**src/tsfp_pkg.sv**
```systemverilog
// ----------------------------------------------------------------------------
// tsfp_pkg: shared definitions for the typed serial frame parser
// Character codes, register indexes, reset values and the result word type.
// ----------------------------------------------------------------------------
`default_nettype none

package tsfp_pkg;

  localparam int unsigned ByteW = 8;
  localparam int unsigned LenW  = 8;
  localparam int unsigned CfgIdxW = 1;

  localparam int unsigned MaxFrameLenDefault = 128;

  // Character codes
  localparam logic [ByteW-1:0] ChTab   = 8'h09;
  localparam logic [ByteW-1:0] ChNl    = 8'h0A;
  localparam logic [ByteW-1:0] ChCr    = 8'h0D;
  localparam logic [ByteW-1:0] ChShort = 8'h73;  // 's'
  localparam logic [ByteW-1:0] ChLong  = 8'h62;  // 'b'

  // Configuration register indexes
  localparam logic [CfgIdxW-1:0] RegShortLen = 1'd0;
  localparam logic [CfgIdxW-1:0] RegLongLen  = 1'd1;

  localparam logic [LenW-1:0] ShortLenReset = 8'd14;
  localparam logic [LenW-1:0] LongLenReset  = 8'd124;

  typedef struct packed {
    logic [ByteW-1:0] out_byte;
    logic             frame_kind;
    logic             last;
    logic             frame_good;
  } result_t;

endpackage

`default_nettype wire

```
**src/tsfp_if.sv**
```systemverilog
// ----------------------------------------------------------------------------
// tsfp_if: channel interfaces of the typed serial frame parser
// Input byte channel, result channel and configuration write channel.
// ----------------------------------------------------------------------------
`default_nettype none

interface tsfp_in_if;
  logic                      valid;
  logic                      ready;
  logic [tsfp_pkg::ByteW-1:0] in_byte;

  modport source (output valid, output in_byte, input ready);
  modport sink   (input valid, input in_byte, output ready);
endinterface

interface tsfp_out_if;
  logic                      valid;
  logic                      ready;
  logic [tsfp_pkg::ByteW-1:0] out_byte;
  logic                      frame_kind;
  logic                      last;
  logic                      frame_good;

  modport source (output valid, output out_byte, output frame_kind, output last,
                  output frame_good, input ready);
  modport sink   (input valid, input out_byte, input frame_kind, input last,
                  input frame_good, output ready);
endinterface

interface tsfp_cfg_if;
  logic                        valid;
  logic                        ready;
  logic [tsfp_pkg::CfgIdxW-1:0] index;
  logic [tsfp_pkg::LenW-1:0]    data;

  modport source (output valid, output index, output data, input ready);
  modport sink   (input valid, input index, input data, output ready);
endinterface

`default_nettype wire

```
**src/typed_serial_frame_parser.sv**
```systemverilog
// ----------------------------------------------------------------------------
// typed_serial_frame_parser: tab-delimited typed frame parser
// Turns a received byte stream into record words with kind and end marks.
// ----------------------------------------------------------------------------
// Output: a result word is registered, in the output or else the skid register.
// Throughput: one byte per cycle while the skid register is empty; the frame
//   state is updated in a single pass of compare and count logic, and an
//   output register plus a skid register keep the input open while one result waits downstream.
// Reset: rst_ni clears phase, count and kind and restores the length
//   registers to 14 (short) and 124 (long); no clearing pass.
`default_nettype none

module typed_serial_frame_parser #(
  parameter int unsigned MAX_FRAME_LEN = tsfp_pkg::MaxFrameLenDefault
) (
  input  wire logic        clk_i,
  input  wire logic        rst_ni,
  tsfp_in_if.sink          in_i,
  tsfp_out_if.source       out_o,
  tsfp_cfg_if.sink         cfg_i
);

  // Count holds 0 .. MAX_FRAME_LEN-1
  localparam int unsigned CntW = $clog2(MAX_FRAME_LEN);
  localparam logic [tsfp_pkg::LenW:0] LimMax = (tsfp_pkg::LenW+1)'(MAX_FRAME_LEN - 1);

  localparam logic [1:0] PhIdle   = 2'd0;
  localparam logic [1:0] PhFrame  = 2'd1;
  localparam logic [1:0] PhHeader = 2'd2;

  // --------------------------------------------------------------------------
  // Configuration registers; always ready
  // --------------------------------------------------------------------------
  logic [tsfp_pkg::LenW-1:0] short_len_q, long_len_q;

  assign cfg_i.ready = 1'b1;

  always_ff @(posedge clk_i or negedge rst_ni) begin
    if (!rst_ni) begin
      short_len_q <= tsfp_pkg::ShortLenReset;
      long_len_q  <= tsfp_pkg::LongLenReset;
    end else if (cfg_i.valid) begin
      unique case (cfg_i.index)
        tsfp_pkg::RegShortLen: short_len_q <= cfg_i.data;
        tsfp_pkg::RegLongLen:  long_len_q  <= cfg_i.data;
        default: ;
      endcase
    end
  end

  // --------------------------------------------------------------------------
  // Frame state
  // --------------------------------------------------------------------------
  logic [1:0]      phase_q, phase_d;
  logic [CntW-1:0] count_q, count_d;
  logic            kind_q, kind_d;

  logic [1:0]                phase_eff;
  logic                      kind_eff;
  logic [tsfp_pkg::LenW-1:0] len_sel;
  logic [tsfp_pkg::LenW:0]   lim_w;
  logic [CntW-1:0]           lim;
  logic                      has_res;
  tsfp_pkg::result_t         res;
  logic [tsfp_pkg::ByteW-1:0] c;
  logic                      in_acc;

  assign c      = in_i.in_byte;
  assign in_acc = in_i.valid && in_i.ready;

  always_comb begin
    // Type byte resolves the header first; it is then a record byte too
    kind_eff  = kind_q;
    phase_eff = phase_q;
    if (phase_q == PhHeader) begin
      if (c == tsfp_pkg::ChShort) begin
        kind_eff  = 1'b0;
        phase_eff = PhFrame;
      end else if (c == tsfp_pkg::ChLong) begin
        kind_eff  = 1'b1;
        phase_eff = PhFrame;
      end else begin
        phase_eff = PhIdle;
      end
    end

    // limit = len - 1, floored at 0 and capped at MAX_FRAME_LEN - 1
    len_sel = kind_eff ? long_len_q : short_len_q;
    lim_w   = (len_sel == '0) ? '0 : {1'b0, len_sel} - 1'b1;
    if (lim_w > LimMax) lim_w = LimMax;
    lim = lim_w[CntW-1:0];

    phase_d = phase_eff;
    count_d = count_q;
    kind_d  = kind_eff;
    has_res = 1'b0;
    res.out_byte   = c;
    res.frame_kind = kind_eff;
    res.last       = 1'b0;
    res.frame_good = 1'b0;

    unique case (phase_eff)
      PhFrame: begin
        if (c == tsfp_pkg::ChNl) begin
          has_res        = 1'b1;
          res.last       = 1'b1;
          res.frame_good = (count_q == lim);
          count_d        = '0;
          phase_d        = PhIdle;
        end else if (c != tsfp_pkg::ChCr && c != tsfp_pkg::ChTab) begin
          // overlong records drop bytes and hold the count
          if (count_q < lim) begin
            has_res = 1'b1;
            count_d = count_q + 1'b1;
          end
        end
      end
      default: ;  // idle, or the unused code treated as idle
    endcase

    // a tab restarts the header anywhere, abandoning an open frame
    if (c == tsfp_pkg::ChTab) begin
      phase_d = PhHeader;
      count_d = '0;
    end
  end

  always_ff @(posedge clk_i or negedge rst_ni) begin
    if (!rst_ni) begin
      phase_q <= PhIdle;
      count_q <= '0;
      kind_q  <= 1'b0;
    end else if (in_acc) begin
      phase_q <= phase_d;
      count_q <= count_d;
      kind_q  <= kind_d;
    end
  end

  // --------------------------------------------------------------------------
  // Output register with skid stage
  // --------------------------------------------------------------------------
  logic              out_valid_q, skid_valid_q;
  tsfp_pkg::result_t out_q, skid_q;
  logic              pop, push;

  assign in_i.ready = !skid_valid_q;
  assign pop  = out_valid_q && out_o.ready;
  assign push = in_acc && has_res;

  always_ff @(posedge clk_i or negedge rst_ni) begin
    if (!rst_ni) begin
      out_valid_q  <= 1'b0;
      skid_valid_q <= 1'b0;
    end else if (skid_valid_q) begin
      if (pop) skid_valid_q <= 1'b0;
    end else if (push) begin
      if (out_valid_q && !pop) skid_valid_q <= 1'b1;
      else out_valid_q <= 1'b1;
    end else if (pop) begin
      out_valid_q <= 1'b0;
    end
  end

  always_ff @(posedge clk_i) begin
    if (skid_valid_q) begin
      if (pop) out_q <= skid_q;
    end else if (push) begin
      if (out_valid_q && !pop) skid_q <= res;
      else out_q <= res;
    end
  end

  assign out_o.valid      = out_valid_q;
  assign out_o.out_byte   = out_q.out_byte;
  assign out_o.frame_kind = out_q.frame_kind;
  assign out_o.last       = out_q.last;
  assign out_o.frame_good = out_q.frame_good;

  // --------------------------------------------------------------------------
  // Assertions
  // --------------------------------------------------------------------------
  a_skid_needs_out: assert property (@(posedge clk_i) disable iff (!rst_ni)
    skid_valid_q |-> out_valid_q)
    else $error("skid word held while output register empty");

  a_close_to_idle: assert property (@(posedge clk_i) disable iff (!rst_ni)
    (push && res.last) |=> (phase_q == PhIdle && count_q == '0))
    else $error("closing word did not return parser to idle");

  a_header_count_zero: assert property (@(posedge clk_i) disable iff (!rst_ni)
    (phase_q == PhHeader) |-> (count_q == '0))
    else $error("byte count not cleared in header phase");

endmodule

`default_nettype wire
```
**src/flat_wrapper.sv**
```systemverilog
// flat-port wrapper written by rule: the top's interface ports become plain ports
module typed_serial_frame_parser_flat 
#(
  parameter int unsigned MAX_FRAME_LEN = tsfp_pkg::MaxFrameLenDefault
)
  (clk_i, rst_ni, in_i_valid, in_i_in_byte, in_i_ready, out_o_valid, out_o_out_byte, out_o_frame_kind, out_o_last, out_o_frame_good, out_o_ready, cfg_i_valid, cfg_i_index, cfg_i_data, cfg_i_ready);
  tsfp_in_if in_i_i ();
  tsfp_out_if out_o_i ();
  tsfp_cfg_if cfg_i_i ();
  input  wire logic clk_i;
  input  wire logic rst_ni;
  input wire logic [$bits(in_i_i.valid)-1:0] in_i_valid;
  input wire logic [$bits(in_i_i.in_byte)-1:0] in_i_in_byte;
  output wire logic [$bits(in_i_i.ready)-1:0] in_i_ready;
  output wire logic [$bits(out_o_i.valid)-1:0] out_o_valid;
  output wire logic [$bits(out_o_i.out_byte)-1:0] out_o_out_byte;
  output wire logic [$bits(out_o_i.frame_kind)-1:0] out_o_frame_kind;
  output wire logic [$bits(out_o_i.last)-1:0] out_o_last;
  output wire logic [$bits(out_o_i.frame_good)-1:0] out_o_frame_good;
  input wire logic [$bits(out_o_i.ready)-1:0] out_o_ready;
  input wire logic [$bits(cfg_i_i.valid)-1:0] cfg_i_valid;
  input wire logic [$bits(cfg_i_i.index)-1:0] cfg_i_index;
  input wire logic [$bits(cfg_i_i.data)-1:0] cfg_i_data;
  output wire logic [$bits(cfg_i_i.ready)-1:0] cfg_i_ready;
  assign in_i_i.valid = in_i_valid;
  assign in_i_i.in_byte = in_i_in_byte;
  assign in_i_ready = in_i_i.ready;
  assign out_o_valid = out_o_i.valid;
  assign out_o_out_byte = out_o_i.out_byte;
  assign out_o_frame_kind = out_o_i.frame_kind;
  assign out_o_last = out_o_i.last;
  assign out_o_frame_good = out_o_i.frame_good;
  assign out_o_i.ready = out_o_ready;
  assign cfg_i_i.valid = cfg_i_valid;
  assign cfg_i_i.index = cfg_i_index;
  assign cfg_i_i.data = cfg_i_data;
  assign cfg_i_ready = cfg_i_i.ready;
  typed_serial_frame_parser #(.MAX_FRAME_LEN(MAX_FRAME_LEN)) u_core (.clk_i(clk_i), .rst_ni(rst_ni), .in_i(in_i_i), .out_o(out_o_i), .cfg_i(cfg_i_i));
endmodule
```
**config.mk**
```make
export PLATFORM = sky130hd
export DESIGN_NAME = typed_serial_frame_parser_flat
export DESIGN_NICKNAME = d
export VERILOG_FILES = /design/src/tsfp_pkg.sv /design/src/tsfp_if.sv /design/src/typed_serial_frame_parser.sv /design/src/flat_wrapper.sv
export SDC_FILE = /design/constraint.sdc
export NUM_CORES = 1
export LEC_CHECK = 0
export ABC_CLOCK_PERIOD_IN_PS = 10500
export BUFFER_PORTS_ARGS = -buffer_cell sky130_fd_sc_hd__buf_2
export CAP_MARGIN = 40
export CORE_AREA = 3 3 80 82
export CTS_CLUSTER_DIAMETER = 40
export DETAILED_ROUTE_END_ITERATION = 8
export DIE_AREA = 0 0 83 85
export MAX_ROUTING_LAYER = met4
export PLACE_DENSITY = 0.69
export SETUP_SLACK_MARGIN = 0.3
export SYNTH_ARGS = -nofsm -noshare
export SYNTH_HDL_FRONTEND = slang
export SYNTH_SLANG_ARGS = --single-unit
```
**constraint.sdc**
```tcl
create_clock -name clk_i -period 10.5 [get_ports clk_i]
set_input_delay 0 -clock clk_i [delete_from_list [all_inputs] [get_ports clk_i]]
set_output_delay 0 -clock clk_i [all_outputs]
set_load 0.02 [all_outputs]
```
# Yosys cells after proc, flatten, opt, wreduce, memory -nomap -nowiden

Cells that the tools add are included.

Bits in registers: 50
Bits of input ports: 22
Output and inout port bits: 14
Logic and storage cells: 86

Add/sub/neg operators: 2
Order comparisons: 2
Equality and inequality tests: 12
Muxes and demuxes: 34
Bitwise gates (word level): 2
Reductions and logical operators: 19

Operators by type and width:

| operator              | count |
|---|---|
| $mux W11              | 4 |
| $mux W7               | 6 |
| $eq A8 B4 Y1 const B  | 2 |
| $eq A8 B7 Y1 const B  | 2 |
| $ne A8 B4 Y1 const B  | 2 |
| $mux W1               | 15 |
| $mux W2               | 7 |
| $gt A9 B7 Y1 const B  | 1 |
| $mux W9               | 1 |
| $reduce_and A3 Y1     | 3 |
| $sub A8 B1 Y9 const B | 1 |
| $logic_not A8 Y1      | 1 |
| $mux W8               | 1 |
| $add A7 B1 Y7 const B | 1 |
| $eq A7 B7 Y1          | 1 |
| $lt A7 B7 Y1          | 1 |
| $reduce_bool A2 Y1    | 3 |
| $reduce_bool A3 Y1    | 2 |
| $logic_and A1 B1 Y1   | 5 |
| $ne A2 B2 Y1 const B  | 2 |
| $reduce_and A2 Y1     | 2 |
| $reduce_and A4 Y1     | 1 |
| $eq A2 B1 Y1 const B  | 1 |
| $eq A2 B2 Y1 const B  | 1 |
| 3 further kinds       | 5 |

# Depth between registers and ports, before layout

Word-level depth: 17
Depth in mapped cells: 20
Gate-level depth less buffers: 16

# Worst setup path before layout

No wires, ideal clock.

Path kind: input -> register
From: input port in_i_in_byte[3]
To: register u_core.skid_q[0] (netlist name), enable pin
Setup time: 393 ps
Arrival: 4699 ps
Required time: 10107 ps
Path slack: 5408 ps
Stages on the path: 18
Path buffers: 2
Path through: or4b_4 -> o41ai_2 -> nand2_1 -> buf_2 -> mux2i_1 -> ha_1 -> clkbuf_1 -> a31oi_1 -> mux2_2 -> a31oi_1 -> o22ai_1 -> ha_1 -> nor2b_1 -> o21a_1 -> o21bai_1 -> a21boi_0 -> o32a_1 -> nor3_1

Word-level cells in the longest chain between the ends: 16
Elaborated cells between the ends (all ways): 26
Those cells by class: add/sub: 1; order compare: 2; eq/ne: 6; mux: 13; reduce/logical: 4

RTL lines:

| element                                           | RTL line                         | text |
|---|---|---|
| from (decl)                                       | flat_wrapper.sv:13               | `input wire logic [$bits(in_i_i.in_byte)-1:0] in_i_in_byte;` |
| $eq A8 B7 Y1                                      | typed_serial_frame_parser.sv:79  | `end else if (c == tsfp_pkg::ChLong) begin` |
| $mux W1                                           | typed_serial_frame_parser.sv:79  |  |
| $mux W1 *                                         | typed_serial_frame_parser.sv:76  | `if (c == tsfp_pkg::ChShort) begin` |
| $mux W1 *                                         | typed_serial_frame_parser.sv:75  | `if (phase_q == PhHeader) begin` |
| named net u_core.kind_d                           | typed_serial_frame_parser.sv:56  | `logic kind_q, kind_d;` |
| $mux W8 *                                         | typed_serial_frame_parser.sv:88  | `len_sel = kind_eff ? long_len_q : short_len_q;` |
| $sub A8 B1 Y9 or $logic_not A8 Y1 (tied branches) | typed_serial_frame_parser.sv:89  | `lim_w = (len_sel == '0) ? '0 : {1'b0, len_sel} - 1'b1;` |
| $mux W9 *                                         | typed_serial_frame_parser.sv:89  |  |
| $gt A9 B7 Y1                                      | typed_serial_frame_parser.sv:90  | `if (lim_w > LimMax) lim_w = LimMax;` |
| $mux W7 *                                         | typed_serial_frame_parser.sv:90  |  |
| $lt A7 B7 Y1 *                                    | typed_serial_frame_parser.sv:112 | `if (count_q < lim) begin` |
| $mux W1 *                                         | typed_serial_frame_parser.sv:112 |  |
| $mux W1 *                                         | typed_serial_frame_parser.sv:110 | `end else if (c != tsfp_pkg::ChCr && c != tsfp_pkg::ChTab) begin` |
| $mux W1 *                                         | typed_serial_frame_parser.sv:104 | `if (c == tsfp_pkg::ChNl) begin` |
| $mux W1 *                                         | typed_serial_frame_parser.sv:102 | `unique case (phase_eff)` |
| $logic_and A1 B1 Y1 *                             | typed_serial_frame_parser.sv:149 | `assign push = in_acc && has_res;` |
| $reduce_and A3 Y1 (no source line) *              | --                               |  |
| to (signal assigned)                              | typed_serial_frame_parser.sv:169 | `if (out_valid_q && !pop) skid_q <= res;` |
| to (decl)                                         | typed_serial_frame_parser.sv:144 | `tsfp_pkg::result_t out_q, skid_q;` |

The timed path passes the listed nets; every way through them passes the cells marked *.
A chain may end at the register's enable or synchronous reset.

# Worst setup path in the final report

From: input port in_i_in_byte[2]
To: register u_core.out_q (netlist bit u_core.out_o.last), enable pin

Word-level cells in the longest chain between the ends: 17
Elaborated cells between the ends (all ways): 27
Those cells by class: add/sub: 1; order compare: 2; eq/ne: 6; mux: 13; reduce/logical: 5

RTL lines:

| element                                           | RTL line                         | text |
|---|---|---|
| $eq A8 B7 Y1                                      | typed_serial_frame_parser.sv:79  |  |
| $mux W1                                           | typed_serial_frame_parser.sv:79  |  |
| $mux W1                                           | typed_serial_frame_parser.sv:76  |  |
| $mux W1                                           | typed_serial_frame_parser.sv:75  |  |
| $mux W8                                           | typed_serial_frame_parser.sv:88  |  |
| $sub A8 B1 Y9 or $logic_not A8 Y1 (tied branches) | typed_serial_frame_parser.sv:89  |  |
| $mux W9                                           | typed_serial_frame_parser.sv:89  |  |
| $gt A9 B7 Y1                                      | typed_serial_frame_parser.sv:90  |  |
| $mux W7                                           | typed_serial_frame_parser.sv:90  |  |
| $lt A7 B7 Y1                                      | typed_serial_frame_parser.sv:112 |  |
| $mux W1                                           | typed_serial_frame_parser.sv:112 |  |
| $mux W1                                           | typed_serial_frame_parser.sv:110 |  |
| $mux W1                                           | typed_serial_frame_parser.sv:104 |  |
| $mux W1 *                                         | typed_serial_frame_parser.sv:102 |  |
| $logic_and A1 B1 Y1 *                             | typed_serial_frame_parser.sv:149 |  |
| $reduce_bool A2 Y1 (no source line) *             | --                               |  |
| $reduce_and A3 Y1 (no source line) *              | --                               |  |
| to (signal assigned)                              | typed_serial_frame_parser.sv:167 | `if (pop) out_q <= skid_q;` |
| to (signal assigned)                              | typed_serial_frame_parser.sv:170 | `else out_q <= res;` |
| to (decl)                                         | typed_serial_frame_parser.sv:144 |  |

Mark *: on every way between the ends. The rest lies on a longest branch, timed or not.

==> impl_metrics.ini <==
[synth]
ys_seq_area_share_pct = 47.96
ys_top_cells_by_area = edfxtp_1 (23%), dfrtp_1 (18%), mux2_2 (11%)
synth-edff-count = 22
ys_async_sr_fraction_pct = 56.00
yosys.area.top_type = edfxtp_1
synth_ff_type = edfxtp_1
synth_top_area_share_pct = 23.11
synth_cells = 259
yosysWarnings = 0
synth.distinct_cells = 55
ys_seq_elements = 50
syn_nets = 290
syn_area_per_cell_um2 = 11.04
syn_area_mm2 = 0.002859
synthTopCellsByCount = mux2_2 (28), edfxtp_1 (22), dfrtp_1 (20), nand2_1 (20), nor2_1 (12)
post-synth-top-count-cell = mux2_2

[final_layout]
drive_gt1_share_pct = 27.83
final_nets = 339
multi_input_area_mm2 = 0.001403
seq_area_mm2 = 0.001371
fillers = 503
utilization_pct = 57.77
syn_to_final_growth_pct = 17.51
insertedDiodeCount = 0
final_cells = 384

[worst_setup_path]
endpoint_kind = flip-flop
crit_chain = dlygate4sd3_1 > buf_2 > or4b_4 > o41ai_2 > nand2_1 > mux2i_1 > ha_1 > a31oi_1 > mux2_2 > a31oi_1 > o22ai_1 > ha_1 > nor2b_1 > o21a_1 > o21bai_1 > a21boi_0 > o32a_1 > o21ai_1
slowest_stage = o21ai_1
start_kind = primary input
critPathTopFamily = compound AO/OA/AOI/OAI gates
path_class = primary input to flip-flop
critPathMaxStageDelay_ns = 0.73
cp.required_ns = 10.43
crit_path_max_fanout = 13
worst_ep_arrival_time_ns = 5.66
cp_num_buf_inv = 2

[global_route]
grt_usage_pct = 18.12
grt_pass1_vias = 2116
grt_max_degree = 29
antenna_found_initial = 0
overflow = 0
grt_pass1_wl_um = 10140

[die]
num_io_pins = 36
die_area_mm2 = 0.007055
dieHeight_um = 85
core_mm2 = 0.005816
start_util_pct = 49.16
dieWidth_um = 83
rows = 28

[clock_tree]
cts.clk_slew.worst_paths_ns = 0.09
clk-insertion-delay-late_ns = 0.30
htreeDepth = 2
postCtsSetupRepairBufs = 0
cts-buffers-inserted = 5
cts_sinks = 50
cts_buffer_depth = 2
cts_tree = yes
cts_hold_buf = 16
clock-root-buffer = clkbuf_8
cts_resized = 0

[sta]
finalHoldViolCount = 0
rsz0062_at_grt = no
fin_worst_skew_ns = 0.01008
tns_ns = 0
setup_viol = 0
slew_viol_final = 0
slew_headroom_pct = 40.11
fin_crit_ns = 5.724
fmax_ghz = 0.1747
worst_slew_pin_slew_ns = 0.8923
period_share_pct = 54.51
setup_slack_ns = 4.776

[routing]
vias = 2190
dr.max_layer_used = met4
drc = 0
wl_met2_um = 3128
m1WireLength_um = 2670
avgViaCountPerCell = 5.703
wl_um = 6043
ant_nets = 0
avgRoutedWirePerCell_um = 15.74
first_pass_iters = 4
met3_length_um = 215
drtIter0Drc = 131

[placed_design]
dp_cells = 360
place.gp.congestion = 0.8548
dp_hpwl_um = 4612
port_buffers = 34
pre_cts_slack_ns = 5.018

[power_and_ir_drop]
ir_drop_mv = 0.09374
p_total_uw = 694.0
powerDensity_mw_per_mm2 = 206.6
leakagePower_uw = 0.001338

[status]
outcome = complete, no violations

[job]
maxCapViolCount = 0

[min_path]
holdCritPathClass = primary input to flip-flop
[routing by layer]
layer / GRT usage, % / up-vias
li1: - / 1086
met1: 22.50 / 1056
met2: 30.61 / 46
met3: 3.592 / 2
met4: 4.458 / 0
met5: - / -
[registers in the layout (all words and copies together) (netlist names)]
| name | flops |
|---|---|
| u_core.skid_q | 11 |
| u_core.long_len_q | 8 |
| u_core.out_o.out_byte | 8 |
| u_core.short_len_q | 8 |
| u_core.count_q | 7 |
| u_core.phase_q | 2 |
| u_core.kind_q | 1 |
| u_core.out_o.frame_good | 1 |
| u_core.out_o.frame_kind | 1 |
| u_core.out_o.last | 1 |
| u_core.out_o.valid | 1 |
| u_core.skid_valid_q | 1 |
[metrics by stage]
step / hold WS, ns / area [um^2]
6_report: 0.02705 / 3359
5_1_grt: 0.02922 / 3359
4_1_cts: 0.02795 / 3359
3_5_place_dp: 0.06417 / 3083
3_3_place_gp: 0.06519 / 3083
2_1_floorplan: -0.2956 / 2859
[cells in the final DEF (no fill, tap or decap), drive strengths merged, types with 3 or more instances in the layout]
cell | synthesis | final
a21oi | 11 | 11
a31oi | 6 | 6
and3 | 3 | 3
buf | 4 | 35
clkbuf | 5 | 5
dfrtp | 20 | 20
dfstp | 8 | 8
dlygate4sd3 | 0 | 16
edfxtp | 22 | 22
ha | 9 | 9
inv | 10 | 11
mux2 | 28 | 28
mux2i | 6 | 6
nand2 | 20 | 20
nand2b | 7 | 7
nand3 | 7 | 7
nor2 | 12 | 12
nor2b | 5 | 5
nor3 | 7 | 7
nor4 | 8 | 8
o21ai | 13 | 13
o31ai | 7 | 7
or4 | 4 | 4
or4b | 3 | 3
xnor2 | 4 | 4
[area by class of cell]
cell class | count | area share, %
repair buffers | 51 | 10.06
clock inverters | 3 | 1.415
clock buffers | 5 | 2.048
well taps | 75 | 2.793
flip-flops and latches | 50 | 40.82
inverters | 10 | 1.117
multi-input cells | 190 | 41.75
[tightest hold or removal path: cells and delay by family]
kind,cells,cell delay [ns]
AND/OR/NAND/NOR,2,0.10
AO/OA/AOI/OAI,1,0.07
buffers and inverters,1,0.12
[where the power goes]
part	internal [uW]	switching, uW	leakage, uW
clock	72.3	65.4	0.0000587
combinational	111	144	0.000743
sequential	261	40.8	0.000537
[worst paths after layout]
kind,startpoint,to,cells after the start,slack (ns)
worst max register to register,u_core.phase_q[1],u_core.out_o.last,16,5.15
worst min-delay path,out_o_ready,u_core.skid_valid_q,4,0.03
worst max-delay path,in_i_in_byte[2],u_core.out_o.last,18,4.78
min in group asynchronous,rst_ni,u_core.kind_q,2,0.24
worst min register to register,u_core.skid_q[8],u_core.out_o.out_byte[5],1,0.56
max in group asynchronous,rst_ni,u_core.phase_q[1],2,9.85
[kinds of logic (layout without fill, tap and decap cells)]
group	after synthesis	count (layout)	share of synthesized area (%)
AND/OR/NAND/NOR	85	85	16.81
AO/OA/AOI/OAI	56	56	13.52
flip-flops	50	50	47.96
multiplexers	34	34	13.13
buffers and inverters	19	69	2.976
adder cells (fa/ha/maj)	9	9	3.939
XOR/XNOR	5	5	1.532
other	1	1	0.1312
Power figures use the tool's default switching activity.
